$ cat src/rtl/bsec_pkg.sv
// ----------------------------------------------------------------------------
// bsec_pkg: shared types and constants of the byte stuffing codec
// Frame bytes, register map and the result record passed to the output queue.
// ----------------------------------------------------------------------------
package bsec_pkg;

	// Special bytes of the frame format
	localparam logic [7:0] DELIM_BYTE = 8'hFF;
	localparam logic [7:0] ESC_BYTE   = 8'hFE;
	localparam logic [7:0] ESC_DELIM  = 8'hFD;
	localparam logic [7:0] ESC_ESC    = 8'hFC;

	// Register map
	localparam int unsigned ADDR_W   = 1;
	localparam logic [ADDR_W-1:0] REG_MODE = 1'b0;

	// Codec mode
	localparam logic MODE_ENCODE = 1'b0;
	localparam logic MODE_DECODE = 1'b1;

	// One output item
	typedef struct packed {
		logic [7:0] out_byte;
		logic       run_end;
		logic       frame_end;
	} res_t;

	// Up to two output items produced by one input item
	typedef struct packed {
		logic push0;
		logic push1;
		res_t res0;
		res_t res1;
	} res_pair_t;

endpackage

$ cat src/rtl/byte_stuffing_escape_codec.sv
// ----------------------------------------------------------------------------
// byte_stuffing_escape_codec: 0xFF/0xFE byte stuffing encoder and decoder
// Encode escapes FF as FE FD and FE as FE FC; decode undoes it.
// ----------------------------------------------------------------------------
// Channel  Dir  Handshake           Payload
// s        in   s_tvalid/s_tready   s_tdata = data_byte, s_tlast = buffer_end
// m        out  m_tvalid/m_tready   m_tdata = out_byte, m_tuser = run_end,
//                                   m_tlast = frame_end
// cfg      in   psel/penable/pready register 0 at address 0: mode
//
// One input item per cycle while s_tready is high: an item is held in the
// input register, then lands in a four-entry output queue, and m_tvalid rises
// once the item is written into the queue. Items that expand to two bytes are
// drained at one byte per cycle while m_tready is high, so a run of them takes
// input at half rate, set by the single queue read port. s_tready drops while
// the input register is full and the queue holds more than two items. Reset
// clears the queue, the input register, mode and the pending escape; a write
// to mode also drops a pending escape.
// ----------------------------------------------------------------------------
module byte_stuffing_escape_codec (
	input  logic                          clk,
	input  logic                          arst_n,
	// Configuration
	input  logic                          psel,
	input  logic                          penable,
	input  logic                          pwrite,
	input  logic [bsec_pkg::ADDR_W-1:0]   paddr,
	input  logic [31:0]                   pwdata,
	output logic [31:0]                   prdata,
	output logic                          pready,
	// Input stream
	input  logic                          s_tvalid,
	output logic                          s_tready,
	input  logic [7:0]                    s_tdata,   // [7:0] data_byte
	input  logic                          s_tlast,
	// Output stream
	output logic                          m_tvalid,
	input  logic                          m_tready,
	output logic [7:0]                    m_tdata,   // [7:0] out_byte
	output logic                          m_tuser,   // [0] run_end
	output logic                          m_tlast
);
	import bsec_pkg::*;

	logic      mode_q;
	logic      mode_wr;
	logic      room;
	res_pair_t wr;
	res_t      head;

	// Register write and read-back
	assign pready  = 1'b1;
	assign mode_wr = psel & penable & pwrite & pready & (paddr == REG_MODE);
	assign prdata  = (paddr == REG_MODE) ? {31'b0, mode_q} : 32'b0;

	always_ff @(posedge clk or negedge arst_n) begin
		if (!arst_n) begin
			mode_q <= MODE_ENCODE;
		end else if (mode_wr) begin
			mode_q <= pwdata[0];
		end
	end

	bsec_core u_core (
		.clk         (clk),
		.arst_n      (arst_n),
		.mode        (mode_q),
		.clr_pending (mode_wr),
		.s_tvalid    (s_tvalid),
		.s_tready    (s_tready),
		.s_tdata     (s_tdata),
		.s_tlast     (s_tlast),
		.room        (room),
		.wr          (wr)
	);

	bsec_ofifo u_ofifo (
		.clk      (clk),
		.arst_n   (arst_n),
		.wr       (wr),
		.room     (room),
		.m_tvalid (m_tvalid),
		.m_tready (m_tready),
		.head     (head)
	);

	// Present the queue head
	assign m_tdata = head.out_byte;
	assign m_tuser = head.run_end;
	assign m_tlast = head.frame_end;

endmodule

$ cat src/rtl/bsec_core.sv
// ----------------------------------------------------------------------------
// bsec_core: input register and escape encode/decode logic
// Holds one input item, turns it into zero, one or two output items and
// keeps the pending-escape flag of the decoder.
// ----------------------------------------------------------------------------
module bsec_core (
	input  logic               clk,
	input  logic               arst_n,
	input  logic               mode,
	input  logic               clr_pending,
	input  logic               s_tvalid,
	output logic               s_tready,
	input  logic [7:0]         s_tdata,
	input  logic               s_tlast,
	input  logic               room,
	output bsec_pkg::res_pair_t wr
);
	import bsec_pkg::*;

	logic       valid_s1;
	logic [7:0] byte_s1;
	logic       last_s1;
	logic       pending_q;
	logic       go;
	logic [1:0] cnt;
	logic [7:0] b0;
	logic [7:0] b1;
	logic       pend_nxt;

	assign go       = valid_s1 & room;
	assign s_tready = ~valid_s1 | room;

	// Capture the input item; advance when the queue can take two items
	always_ff @(posedge clk or negedge arst_n) begin
		if (!arst_n) begin
			valid_s1 <= 1'b0;
		end else if (s_tready) begin
			valid_s1 <= s_tvalid;
		end
	end

	always_ff @(posedge clk) begin
		if (s_tready && s_tvalid) begin
			byte_s1 <= s_tdata;
			last_s1 <= s_tlast;
		end
	end

	// Work out the output bytes and the next pending flag
	always_comb begin
		cnt      = 2'd1;
		b0       = byte_s1;
		b1       = byte_s1;
		pend_nxt = pending_q;
		if (mode == MODE_ENCODE) begin
			if (byte_s1 == DELIM_BYTE) begin
				cnt = 2'd2;
				b0  = ESC_BYTE;
				b1  = ESC_DELIM;
			end else if (byte_s1 == ESC_BYTE) begin
				cnt = 2'd2;
				b0  = ESC_BYTE;
				b1  = ESC_ESC;
			end
		end else if (pending_q) begin
			pend_nxt = 1'b0;
			if (byte_s1 == ESC_DELIM) begin
				b0 = DELIM_BYTE;
			end else if (byte_s1 == ESC_ESC) begin
				b0 = ESC_BYTE;
			end else if (byte_s1 == ESC_BYTE && !last_s1) begin
				// held escape goes out literally, this one is held instead
				b0       = ESC_BYTE;
				pend_nxt = 1'b1;
			end else begin
				cnt = 2'd2;
				b0  = ESC_BYTE;
				b1  = byte_s1;
			end
		end else if (byte_s1 == ESC_BYTE && !last_s1) begin
			cnt      = 2'd0;
			pend_nxt = 1'b1;
		end
	end

	// Hold the decoder's pending escape
	always_ff @(posedge clk or negedge arst_n) begin
		if (!arst_n) begin
			pending_q <= 1'b0;
		end else if (clr_pending) begin
			pending_q <= 1'b0;
		end else if (go) begin
			pending_q <= pend_nxt;
		end
	end

	// Queue write request; the last item of the pair carries the flags
	always_comb begin
		wr.push0           = go & (cnt != 2'd0);
		wr.push1           = go & (cnt == 2'd2);
		wr.res0.out_byte   = b0;
		wr.res0.run_end    = (cnt == 2'd1);
		wr.res0.frame_end  = (cnt == 2'd1) & last_s1;
		wr.res1.out_byte   = b1;
		wr.res1.run_end    = 1'b1;
		wr.res1.frame_end  = last_s1;
	end

endmodule

$ cat src/rtl/bsec_ofifo.sv
// ----------------------------------------------------------------------------
// bsec_ofifo: four-entry output queue
// Takes up to two items per cycle, presents one item per cycle downstream while m_tready is high.
// ----------------------------------------------------------------------------
module bsec_ofifo (
	input  logic                clk,
	input  logic                arst_n,
	input  bsec_pkg::res_pair_t wr,
	output logic                room,
	output logic                m_tvalid,
	input  logic                m_tready,
	output bsec_pkg::res_t      head
);
	import bsec_pkg::*;

	localparam int unsigned DEPTH = 4;
	localparam int unsigned PTR_W = $clog2(DEPTH);

	res_t             mem_q [DEPTH];
	logic [PTR_W-1:0] wp_q;
	logic [PTR_W-1:0] rp_q;
	logic [PTR_W:0]   count_q;
	logic             pop;
	logic [PTR_W-1:0] wp_inc;
	logic [PTR_W:0]   n_push;

	assign pop      = m_tvalid & m_tready;
	assign m_tvalid = (count_q != '0);
	assign head     = mem_q[rp_q];
	assign room     = (count_q <= (PTR_W+1)'(DEPTH - 2));
	assign wp_inc   = wp_q + PTR_W'(1);
	assign n_push   = (PTR_W+1)'(wr.push0) + (PTR_W+1)'(wr.push1);

	// Store pushed items
	always_ff @(posedge clk) begin
		if (wr.push0) begin
			mem_q[wp_q] <= wr.res0;
		end
		if (wr.push1) begin
			mem_q[wp_inc] <= wr.res1;
		end
	end

	// Advance pointers and fill count
	always_ff @(posedge clk or negedge arst_n) begin
		if (!arst_n) begin
			wp_q    <= '0;
			rp_q    <= '0;
			count_q <= '0;
		end else begin
			wp_q    <= wp_q + PTR_W'(n_push);
			rp_q    <= rp_q + PTR_W'(pop);
			count_q <= count_q + n_push - (PTR_W+1)'(pop);
		end
	end

endmodule
$ cat config.mk
export PLATFORM = sky130hd
export DESIGN_NAME = byte_stuffing_escape_codec
export DESIGN_NICKNAME = d
export VERILOG_FILES = /design/src/rtl/bsec_pkg.sv /design/src/rtl/byte_stuffing_escape_codec.sv /design/src/rtl/bsec_core.sv /design/src/rtl/bsec_ofifo.sv
export SDC_FILE = /design/constraint.sdc
export NUM_CORES = 1
export LEC_CHECK = 0
export BUFFER_PORTS_ARGS = -buffer_cell sky130_fd_sc_hd__buf_2
export CORE_ASPECT_RATIO = 1.25
export CORE_MARGIN = 2
export CORE_UTILIZATION = 35
export CTS_BUF_LIST = sky130_fd_sc_hd__clkbuf_2
export CTS_CLUSTER_SIZE = 12
export DETAILED_ROUTE_END_ITERATION = 6
export PLACE_DENSITY_LB_ADDON = 0.12
export SYNTH_ARGS = -nofsm -noshare
export SYNTH_HDL_FRONTEND = slang
export SYNTH_SLANG_ARGS = --single-unit
$ cat constraint.sdc
create_clock -name clk -period 5.98 [get_ports clk]
set_input_delay 0.598 -clock clk [delete_from_list [all_inputs] [get_ports clk]]
set_output_delay 0.598 -clock clk [all_outputs]
set_load 0.02 [all_outputs]
---- After elaboration in Yosys (flattened, before gate mapping) ----
Memories as Yosys holds them, arrays and structs flattened.
Cells that the tools add are included.
word-level totals
  bits in registers ....................... 19
  latch bits .............................. 0
  RAM bits ................................ 40
  ROM bits ................................ 0
  input bits .............................. 49
  output and inout port bits .............. 45
  logic and storage cells ................. 69
  memories kept ........................... 1
cells by class
  $add $sub $neg .......................... 6
  $mul .................................... 0
  divide/modulo/power cells ............... 0
  magnitude comparators ................... 1
  equal/unequal tests ..................... 6
  shifts and indexed selects .............. 0
  multiplexer cells ....................... 28
  bitwise operators ....................... 11
  reduce and logical (&&, ||, !) cells .... 8
memory list
  memory         words  width  rd ports  clocked after Yosys merged registers in  write ports  RTL line          source
  u_ofifo.mem_q  4      10     1         0                                        2            bsec_ofifo.sv:19  res_t mem_q [DEPTH];
operators with widths
  kind                 count
  $mux 8               7
  $eq 8x8->1 const B   4
  $mux 1               14
  $mux 2               7
  $and 1x1->1          8
  $reduce_bool 2->1    3
  $add 3x3->3          1
  $le 3x2->1 const B   1
  $reduce_bool 3->1    1
  $sub 3x1->3          1
  $add 1x1->2          1
  $add 2x1->2          1
  $add 2x1->2 const B  1
  $add 2x2->2          1
  $eq 2x1->1 const B   1
  $eq 2x2->1 const B   1
  $logic_and 1x1->1    2
  $not 1->1            2
  $reduce_and 2->1     1
  $logic_not 1->1      1
  $or 1x1->1           1

---- Depth between registers and ports, before layout ----
Gate-level depths: netlist of run 1.
  word-level depth ........................ 12
  gate-level depth with buffers ........... 11
  depth with buffers taken out ............ 9

---- Modules after synthesis ----
From an unflattened synthesis of run 1, not the netlist that was laid out.
second synthesis, totals
  cells, all modules ...................... 237
  area, all modules ....................... 3360.7 µm²
modules (own cells, without submodules)
  module                      instances  cells an instance  area an instance (µm²)  sequential area each (µm²)
  bsec_ofifo                  1          136                2411.1                  1376.3
  bsec_core                   1          63                 639.4                   320.3
  byte_stuffing_escape_codec  1          38                 310.3                   25.0

---- Worst setup path after synthesis of run 1 ----
No wires, ideal clock.
  kind .................................... register to register
  start point ............................. reg u_core.byte_s1[7]
  end point ............................... reg u_ofifo.count_q[2]
  library setup time ...................... 0.123 ns
  arrival time ............................ 2.417 ns
  required time ........................... 5.857 ns
  setup slack ............................. 3.440 ns
  stages on the path, launching flop included .. 12
  buffers on the path ..................... 2
  period minus slack after synthesis ...... 2.540 ns
  path through ............................ edfxtp_1 > buf_2 > nand3_2 > a211o_1 > and2_4 > buf_6 > or2_1 > ha_1 > inv_1 > fa_1 > xnor2_1 > xnor2_1
between the ends
  cells in the longest elaborated chain, start to end .. 12
  elaborated cells between the ends (all ways) .. 20
  those cells by class .................... add/sub (3); eq/ne (5); mux (8); bitwise (2); reduce/logical (2)
RTL lines
  element                                          RTL line                                           source
  from (decl)                                      bsec_core.sv:21                                    logic [7:0] byte_s1;
  from (signal assigned)                           bsec_core.sv:44                                    byte_s1 <= s_tdata;
  $eq 8x8->1                                       bsec_core.sv:60, bsec_core.sv:71, bsec_core.sv:80
  $logic_and 1x1->1                                bsec_core.sv:71, bsec_core.sv:80
  $mux 2                                           bsec_core.sv:71                                    end else if (byte_s1 == ESC_BYTE && !last_s1) begin
  $mux 2                                           bsec_core.sv:69                                    end else if (byte_s1 == ESC_ESC) begin
  $mux 2                                           bsec_core.sv:67                                    if (byte_s1 == ESC_DELIM) begin
  $mux 2                                           bsec_core.sv:65                                    end else if (pending_q) begin
  $mux 2 (*)                                       bsec_core.sv:55                                    if (mode == MODE_ENCODE) begin
  $eq 2x2->1 or $reduce_bool 2->1 (tied branches)  bsec_core.sv:100, bsec_core.sv:99
  $and 1x1->1 (on tied branches)                   bsec_core.sv:100, bsec_core.sv:99
  $add 1x1->2 (*)                                  bsec_ofifo.sv:32                                   assign n_push = (PTR_W+1)'(wr.push0) + (PTR_W+1)'(wr.push1);
  $add 3x3->3 (*)                                  bsec_ofifo.sv:53                                   count_q <= count_q + n_push - (PTR_W+1)'(pop);
  $sub 3x1->3 (*)                                  bsec_ofifo.sv:53
  to (signal assigned)                             bsec_ofifo.sv:53
  to (decl)                                        bsec_ofifo.sv:22                                   logic [PTR_W:0] count_q;
Mark *: on every way between the ends. The rest lies on a longest branch, timed or not.
A chain may end at the register's enable or synchronous reset.

---- Worst setup path in the final report of run 1 ----
  start point ............................. reg mode_q
  end point ............................... reg u_ofifo.count_q[2]
between the ends
  cells in the longest elaborated chain, start to end .. 6
  elaborated cells between the ends (all ways) .. 8
  those cells by class .................... add/sub (3); eq/ne (1); mux (1); bitwise (2); reduce/logical (1)
RTL lines
  element                                          RTL line                           source
  from (decl)                                      byte_stuffing_escape_codec.sv:45   logic mode_q;
  from (signal assigned)                           byte_stuffing_escape_codec.sv:60   mode_q <= pwdata[0];
  $mux 2 (*)                                       bsec_core.sv:55
  $eq 2x2->1 or $reduce_bool 2->1 (tied branches)  bsec_core.sv:100, bsec_core.sv:99
  $and 1x1->1 (on tied branches)                   bsec_core.sv:100, bsec_core.sv:99
  $add 1x1->2 (*)                                  bsec_ofifo.sv:32
  $add 3x3->3 (*)                                  bsec_ofifo.sv:53
  $sub 3x1->3 (*)                                  bsec_ofifo.sv:53
Marked as above.

==> flow_metrics.py, run 1 <==
metrics = {
    "run_status": {
        "outcome": "finished clean",
    },
    "grt": {
        "busiest_layer": "met2",
        "grt_use_met1": 0.1735,
        "use_met3": 0.02457,
        "gr-usage-met2": 0.2292,
        "antenna_found_initial": 0,
        "gr-total-overflow": 0,
        "grt_pass1_wl_mm": 9.742,
        "grt_max_degree": 16,
        "track_usage": 0.1386,
        "grt_pass1_vias": 1802,
    },
    "synthesis": {
        "postSynthAreaPerCell_um2": 12.89,
        "synth_edf_count": 45,
        "yosys-top-cells-area": "edfxtp_1 43%, dfrtp_1 8.0%, buf_4 7.9%",
        "synth_seq_cells": 59,
        "synth_area_um2": 3144,
        "synth.distinct_cells": 51,
        "async_flop_share": 0.1695,
        "ys_top_cells_by_count": "45 x edfxtp_1, 33 x buf_4, 26 x a21o_1",
        "synth_top_area_share": 0.4298,
        "ys.flop_type": "edfxtp_1",
        "postSynthCellCount": 244,
        "synth_most_common_cell": "edfxtp_1",
        "synth_warnings": 0,
        "ys_seq_area_frac": 0.5348,
        "synth_largest_area_cell": "edfxtp_1",
    },
    "detailed_routing": {
        "post-route-drc-count": 0,
        "vias": 1922,
        "drtIter0Drc": 110,
        "ant_nets": 0,
        "dr.pass1.iters": 4,
        "viasPerCell": 4.781,
        "avgRoutedWirePerCell_um": 15.50,
        "finalWirelength_mm": 6.230,
    },
    "critical_path": {
        "cp_num_buf_inv": 1,
        "reg2reg_slack_ns": 3.18,
        "worstPathArrival_ns": 3.23,
        "cp_max_fo": 13,
        "crit_start": "mode_q",
        "cp.depth": 9,
        "required_ns": 6.41,
        "cp_top_family": "simple AND/OR/NAND/NOR gates",
        "cp_cell_sequence": "nand2_1, o21bai_2, and2_4, or2_1, ha_1, inv_1, fa_1, xnor2_1, xnor2_1",
        "cpMaxStageDelayCell": "dfrtp_1",
        "crit_type": "reg2reg",
        "r2r-start": "mode_q",
        "reg2regPathDepth": 9,
        "crit_top_cell": "xnor2_1",
        "startpoint_type": "flop",
        "crit_path_end_kind": "flop",
        "slowest_delay_ns": 0.56,
    },
    "final_layout": {
        "layout-drive-gt1-share": 0.2482,
        "num-fill-cells": 862,
        "nNetsFinal": 332,
        "diodes": 0,
        "area_growth_pct": 8.675,
        "multiInputGateArea_um2": 1270,
        "seqCellArea_um2": 1682,
        "final_cell_area_um2": 3417,
    },
    "timing": {
        "setup_viol": 0,
        "final_hold_viol_count": 0,
        "tns_ns": 0,
        "max_freq_mhz": 357.0,
        "fin_crit_ns": 2.801,
        "tightest_slew_ns": 1.116,
        "grt_setup_unrepaired": "false",
        "timing.slew.headroom": 0.2558,
        "min_period_over_period": 0.4684,
        "clock_skew_ns": 0.02460,
        "slew_viol_final": 0,
    },
    "power_and_ir_drop": {
        "ir_drop_v": 0.0001740,
        "power_leakage_nw": 1.553,
        "powerDensity_nw_per_um2": 440.1,
    },
    "cts": {
        "cts_buffers": 9,
        "insertion_delay_ns": 0.49,
        "cts_resized": 0,
        "cts-htree-levels": 3,
        "clock-root-buffer": "clkbuf_2",
        "cts_setup_buffers": 0,
        "clkTransAtPathRegs_ns": 0.18,
        "cts_tree": "yes",
        "ctsLongestPathBuffers": 2,
        "cts_sinks": 59,
    },
    "die": {
        "row_count": 38,
        "start_util": 0.3614,
        "core_area_um2": 8701,
        "dieWidth_um": 88.78,
        "ios": 94,
        "fp.dieH_um": 110.0,
        "die_area_um2": 9763,
    },
    "worst_hold_path": {
        "holdPathStages": 1,
        "hp-class": "in2reg",
        "worstHoldStart": "s_tdata[4]",
    },
    "placed_design": {
        "place_area_um2": 3274,
        "dpl.hpwl_mm": 4.421,
        "port_buffers": 30,
        "place_congestion": 0.7855,
    },
    "job": {
        "maxCapViolCount": 0,
    },
}
## final cells by class
class                   instances  share of cell area
inverters                       6            0.006591
flip-flops and latches         59              0.4921
clock inverters                 5             0.02270
clock buffers                  11             0.01611
repair buffers                 31             0.04687
multi-input cells             170              0.3717
well taps                     120             0.04394
## path summary, 6_finish.rpt
kind / to
max reg2reg: u_ofifo.count_q[2]
max in group asynchronous: u_ofifo.wp_q[1]
max: u_ofifo.count_q[2]
min: u_core.byte_s1[4]
min in group asynchronous: u_ofifo.rp_q[1]
min reg2reg: u_ofifo.mem_q[3][1]
## where the power goes
part,leakage [nW],switching (W),internal (W)
registers,0.591,0.000116,0.000567
clock network,0.0836,0.000152,0.000141
logic,0.878,0.000300,0.000229
total,1.55,0.000567,0.000937
## layout by cell type, fill, tap and decap left out, types with 3 or more instances in the layout
| cell | netlist | final |
|---|---|---|
| buf_2 | 4 | 30 |
| nor2b_1 | 6 | 6 |
| nand3_1 | 3 | 3 |
| conb_1 | 2 | 32 |
| nor2_1 | 10 | 10 |
| nor3_1 | 4 | 4 |
| dfxtp_1 | 4 | 4 |
| mux4_2 | 10 | 10 |
| or2_2 | 3 | 3 |
| inv_1 | 6 | 6 |
| ha_1 | 5 | 5 |
| edfxtp_1 | 45 | 45 |
| o21ai_0 | 5 | 5 |
| a21oi_1 | 4 | 4 |
| clkbuf_2 | 0 | 11 |
| xnor2_1 | 3 | 3 |
| a211o_1 | 3 | 3 |
| nand2_1 | 9 | 9 |
| a22o_1 | 4 | 4 |
| a21o_1 | 26 | 26 |
| o21ai_2 | 3 | 3 |
| o22ai_1 | 4 | 4 |
| dfrtp_1 | 10 | 10 |
| and2_1 | 4 | 4 |
## registers in the layout, indices dropped and copies added (netlist names)
name,flops
u_ofifo.mem_q,40
u_core.byte_s1,8
u_ofifo.count_q,3
u_ofifo.rp_q,2
u_ofifo.wp_q,2
mode_q,1
u_core.last_s1,1
u_core.pending_q,1
u_core.valid_s1,1
## per-layer routing
metal / up-vias / routed length [µm]
li1: 916 / -
met1: 927 / 2742
met2: 65 / 3047
met3: 14 / 278
met4: 0 / 161
met5: - / 0
## through the flow
stage / hold WS, ns / std cells / utilization / power, W / setup WS, ns
after floorplan: 0.3024 / 274 / - / 0.001090 / 3.440
after global placement: 0.4311 / 385 / 0.3763 / 0.001224 / 3.224
after detailed placement: 0.4358 / 385 / 0.3763 / 0.001236 / 3.218
after CTS: 0.2313 / 402 / 0.3927 / 0.001530 / 3.126
after global routing: 0.2149 / 402 / 0.3927 / 0.001611 / 2.997
final: 0.2748 / 402 / 0.3927 / 0.001504 / 3.179
## worst register-to-register path, cell delays in order, from the launching register on
cell,delay (ns)
dfrtp_1,0.56
nand2_1,0.27
o21bai_2,0.33
and2_4,0.24
or2_1,0.25
ha_1,0.28
inv_1,0.05
fa_1,0.44
xnor2_1,0.19
xnor2_1,0.13
## cell families after synthesis
logic type	synth area share
AO/OA/AOI/OAI	0.1389
flip-flops	0.5348
AND/OR/NAND/NOR	0.1082
buffers and inverters	0.09709
multiplexers	0.07839
adder cells (fa/ha/maj)	0.02626
XOR/XNOR	0.01393
other	0.002388
## timing repair
item	CTS	global route
setup endpoints to repair	0	0
endpoints found under the hold margin	10	0
hold buffers	1	0
No activity file was read; power rests on OpenSTA's default activity.
==> inputs of run 2 (changes only) <==
- clock period: 5.98 -> 2.8 ns (I/O delays scaled with it)
==> flow_metrics.py, run 2 (synthesis gave the netlist of run 1 again) <==
metrics = {
    "final_layout": {
        "seqCellArea_um2": 1682,
        "fin_cells": 431,
        "diodes": 0,
        "area_growth_pct": 15.60,
        "multiInputGateArea_um2": 1270,
        "largest_reg_flops": 40,
        "final_common_cell": "edfxtp_1",
        "top_regs": "u_ofifo.mem_q (40), u_core.byte_s1 (8), u_ofifo.count_q (3)",
        "layout_common_cells": "45 x edfxtp_1, 32 x conb_1, 30 x buf_2",
        "nNetsFinal": 362,
        "layout-drive-gt1-share": 0.2797,
        "largest_register": "u_ofifo.mem_q",
        "num-fill-cells": 851,
    },
    "power_and_ir_drop": {
        "seq_power_share": 0.431,
        "power_leakage_nw": 1.671,
        "sw_frac_of_total": 0.3755,
        "powerDensity_nw_per_um2": 872.8,
        "power_frac_clock": 0.157,
        "power.total_w": 0.003173,
        "p_sw_w": 0.001191,
        "combPwrFrac": 0.412,
        "intPower_w": 0.001981,
        "ir_drop_v": 0.0005024,
    },
    "timing": {
        "timing.final.ws_setup_ns": 0.2296,
        "fin_worst_hold_slack_ns": 0.1371,
        "grt_setup_unrepaired": "false",
        "final_hold_viol_count": 0,
        "tns_ns": 0,
        "setup_viol": 0,
        "timing.slew.headroom": 0.2317,
        "tightest_slew_ns": 1.153,
        "clock_skew_ns": 0.02620,
        "slew_viol_final": 0,
        "fin_crit_ns": 2.570,
        "min_period_over_period": 0.9180,
        "max_freq_mhz": 389.0,
    },
    "critical_path": {
        "cp_max_fo": 8,
        "startpoint_type": "flop",
        "crit_top_cell": "xnor2_1",
        "crit_type": "reg2reg",
        "cp_top_family": "adder cells",
        "required_ns": 3.22,
        "crit_path_end_kind": "flop",
        "slowest_delay_ns": 0.53,
        "cp_cell_sequence": "nand4_4, a211o_1, and2_4, or2_1, ha_1, inv_1, fa_1, xnor2_1, xnor2_1",
        "cp_num_buf_inv": 1,
        "cpMaxStageDelayCell": "edfxtp_1",
        "worstPathArrival_ns": 2.99,
    },
    "grt": {
        "gr-total-overflow": 0,
        "grt_pass1_vias": 1968,
        "track_usage": 0.1438,
        "grt_max_degree": 16,
        "antenna_found_initial": 0,
        "grt_pass1_wl_mm": 10.17,
    },
    "die": {
        "row_count": 38,
        "start_util": 0.3614,
        "die_area_um2": 9763,
        "dieWidth_um": 88.78,
        "core_area_um2": 8701,
        "ios": 94,
        "fp.dieH_um": 110.0,
    },
    "detailed_routing": {
        "dr.pass1.iters": 4,
        "drtIter0Drc": 125,
        "vias": 2013,
        "post-route-drc-count": 0,
        "finalWirelength_mm": 6.181,
        "avgRoutedWirePerCell_um": 14.34,
        "ant_nets": 0,
        "viasPerCell": 4.671,
    },
    "placed_design": {
        "port_buffers": 30,
        "preCtsSetupSlack_ns": 0.2305,
        "place_congestion": 0.7953,
        "dpl.hpwl_mm": 4.568,
        "dp.cells": 404,
    },
    "cts": {
        "cts_tree": "yes",
        "clkTransAtPathRegs_ns": 0.15,
        "cts-htree-levels": 3,
        "cts_buffers": 9,
        "cts_sinks": 59,
        "clock-root-buffer": "clkbuf_2",
        "cts_setup_buffers": 0,
        "insertion_delay_ns": 0.49,
        "ctsLongestPathBuffers": 2,
    },
    "run_status": {
        "outcome": "finished clean",
    },
    "job": {
        "maxCapViolCount": 0,
    },
    "worst_hold_path": {
        "hp-class": "in2reg",
    },
}
[run 2: routing by layer]
metal | global-route usage | vias to the layer above | wire (µm)
met2 | 0.2324 | 57 | 3076
met5 | 0 | - | 0
met3 | 0.03649 | 10 | 299
met1 | 0.1776 | 974 | 2674
met4 | 0.07143 | 0 | 131
li1 | - | 972 | -
[run 2: worst paths after layout]
path	depth (start not counted)	from	slack (ns)	end
setup reg to reg	9	u_core.byte_s1[5]	0.23	u_ofifo.count_q[2]
max in group asynchronous	2	arst_n	2.43	u_ofifo.wp_q[1]
hold reg to reg	2	u_ofifo.mem_q[1][1]	0.46	u_ofifo.mem_q[1][1]
hold / removal	3	pwrite	0.14	u_core.pending_q
setup / recovery	9	u_core.byte_s1[5]	0.23	u_ofifo.count_q[2]
min in group asynchronous	2	arst_n	0.17	u_ofifo.rp_q[1]
[run 2: repair_timing]
| item | in CTS | in global routing |
|---|---|---|
| hold buffers | 12 | 0 |
| endpoints found under the hold margin | 21 | 0 |
| resized for setup | 0 | 0 |
[run 2: power groups by stage]
stage               registers [W]  logic (W)  clock network, W
floorplan                 0.00133    0.00100                 0
global placement          0.00139    0.00131                 0
detailed placement        0.00140    0.00133                 0
CTS                       0.00137    0.00134          0.000521
global route              0.00140    0.00146          0.000557
finish                    0.00137    0.00131          0.000499
[run 2: stage by stage]
stage	cell area, µm²	utilization
2_1_floorplan	3257	-
3_3_place_gp	3417	0.3927
3_5_place_dp	3417	0.3927
6_report	3635	0.4177
5_1_grt	3635	0.4177
4_1_cts	3635	0.4177
[run 2: final cells by class]
cell class / count / share of cell area
well taps: 120 / 0.04131
flip-flops and latches: 59 / 0.4626
clock inverters: 4 / 0.01170
repair buffers: 61 / 0.1136
inverters: 6 / 0.006196
clock buffers: 11 / 0.01515
multi-input cells: 170 / 0.3494
[run 2: worst reg2reg max path, delay by kind of cell (launching register included)]
kind,cells,cell delay (ns)
DFF,1,0.53
and+or+nand+nor,3,0.58
xor gates and xnor gates,2,0.31
AOI/OAI and AO/OA,1,0.33
adders and majority gates,2,0.72
buffers and inverters,1,0.05
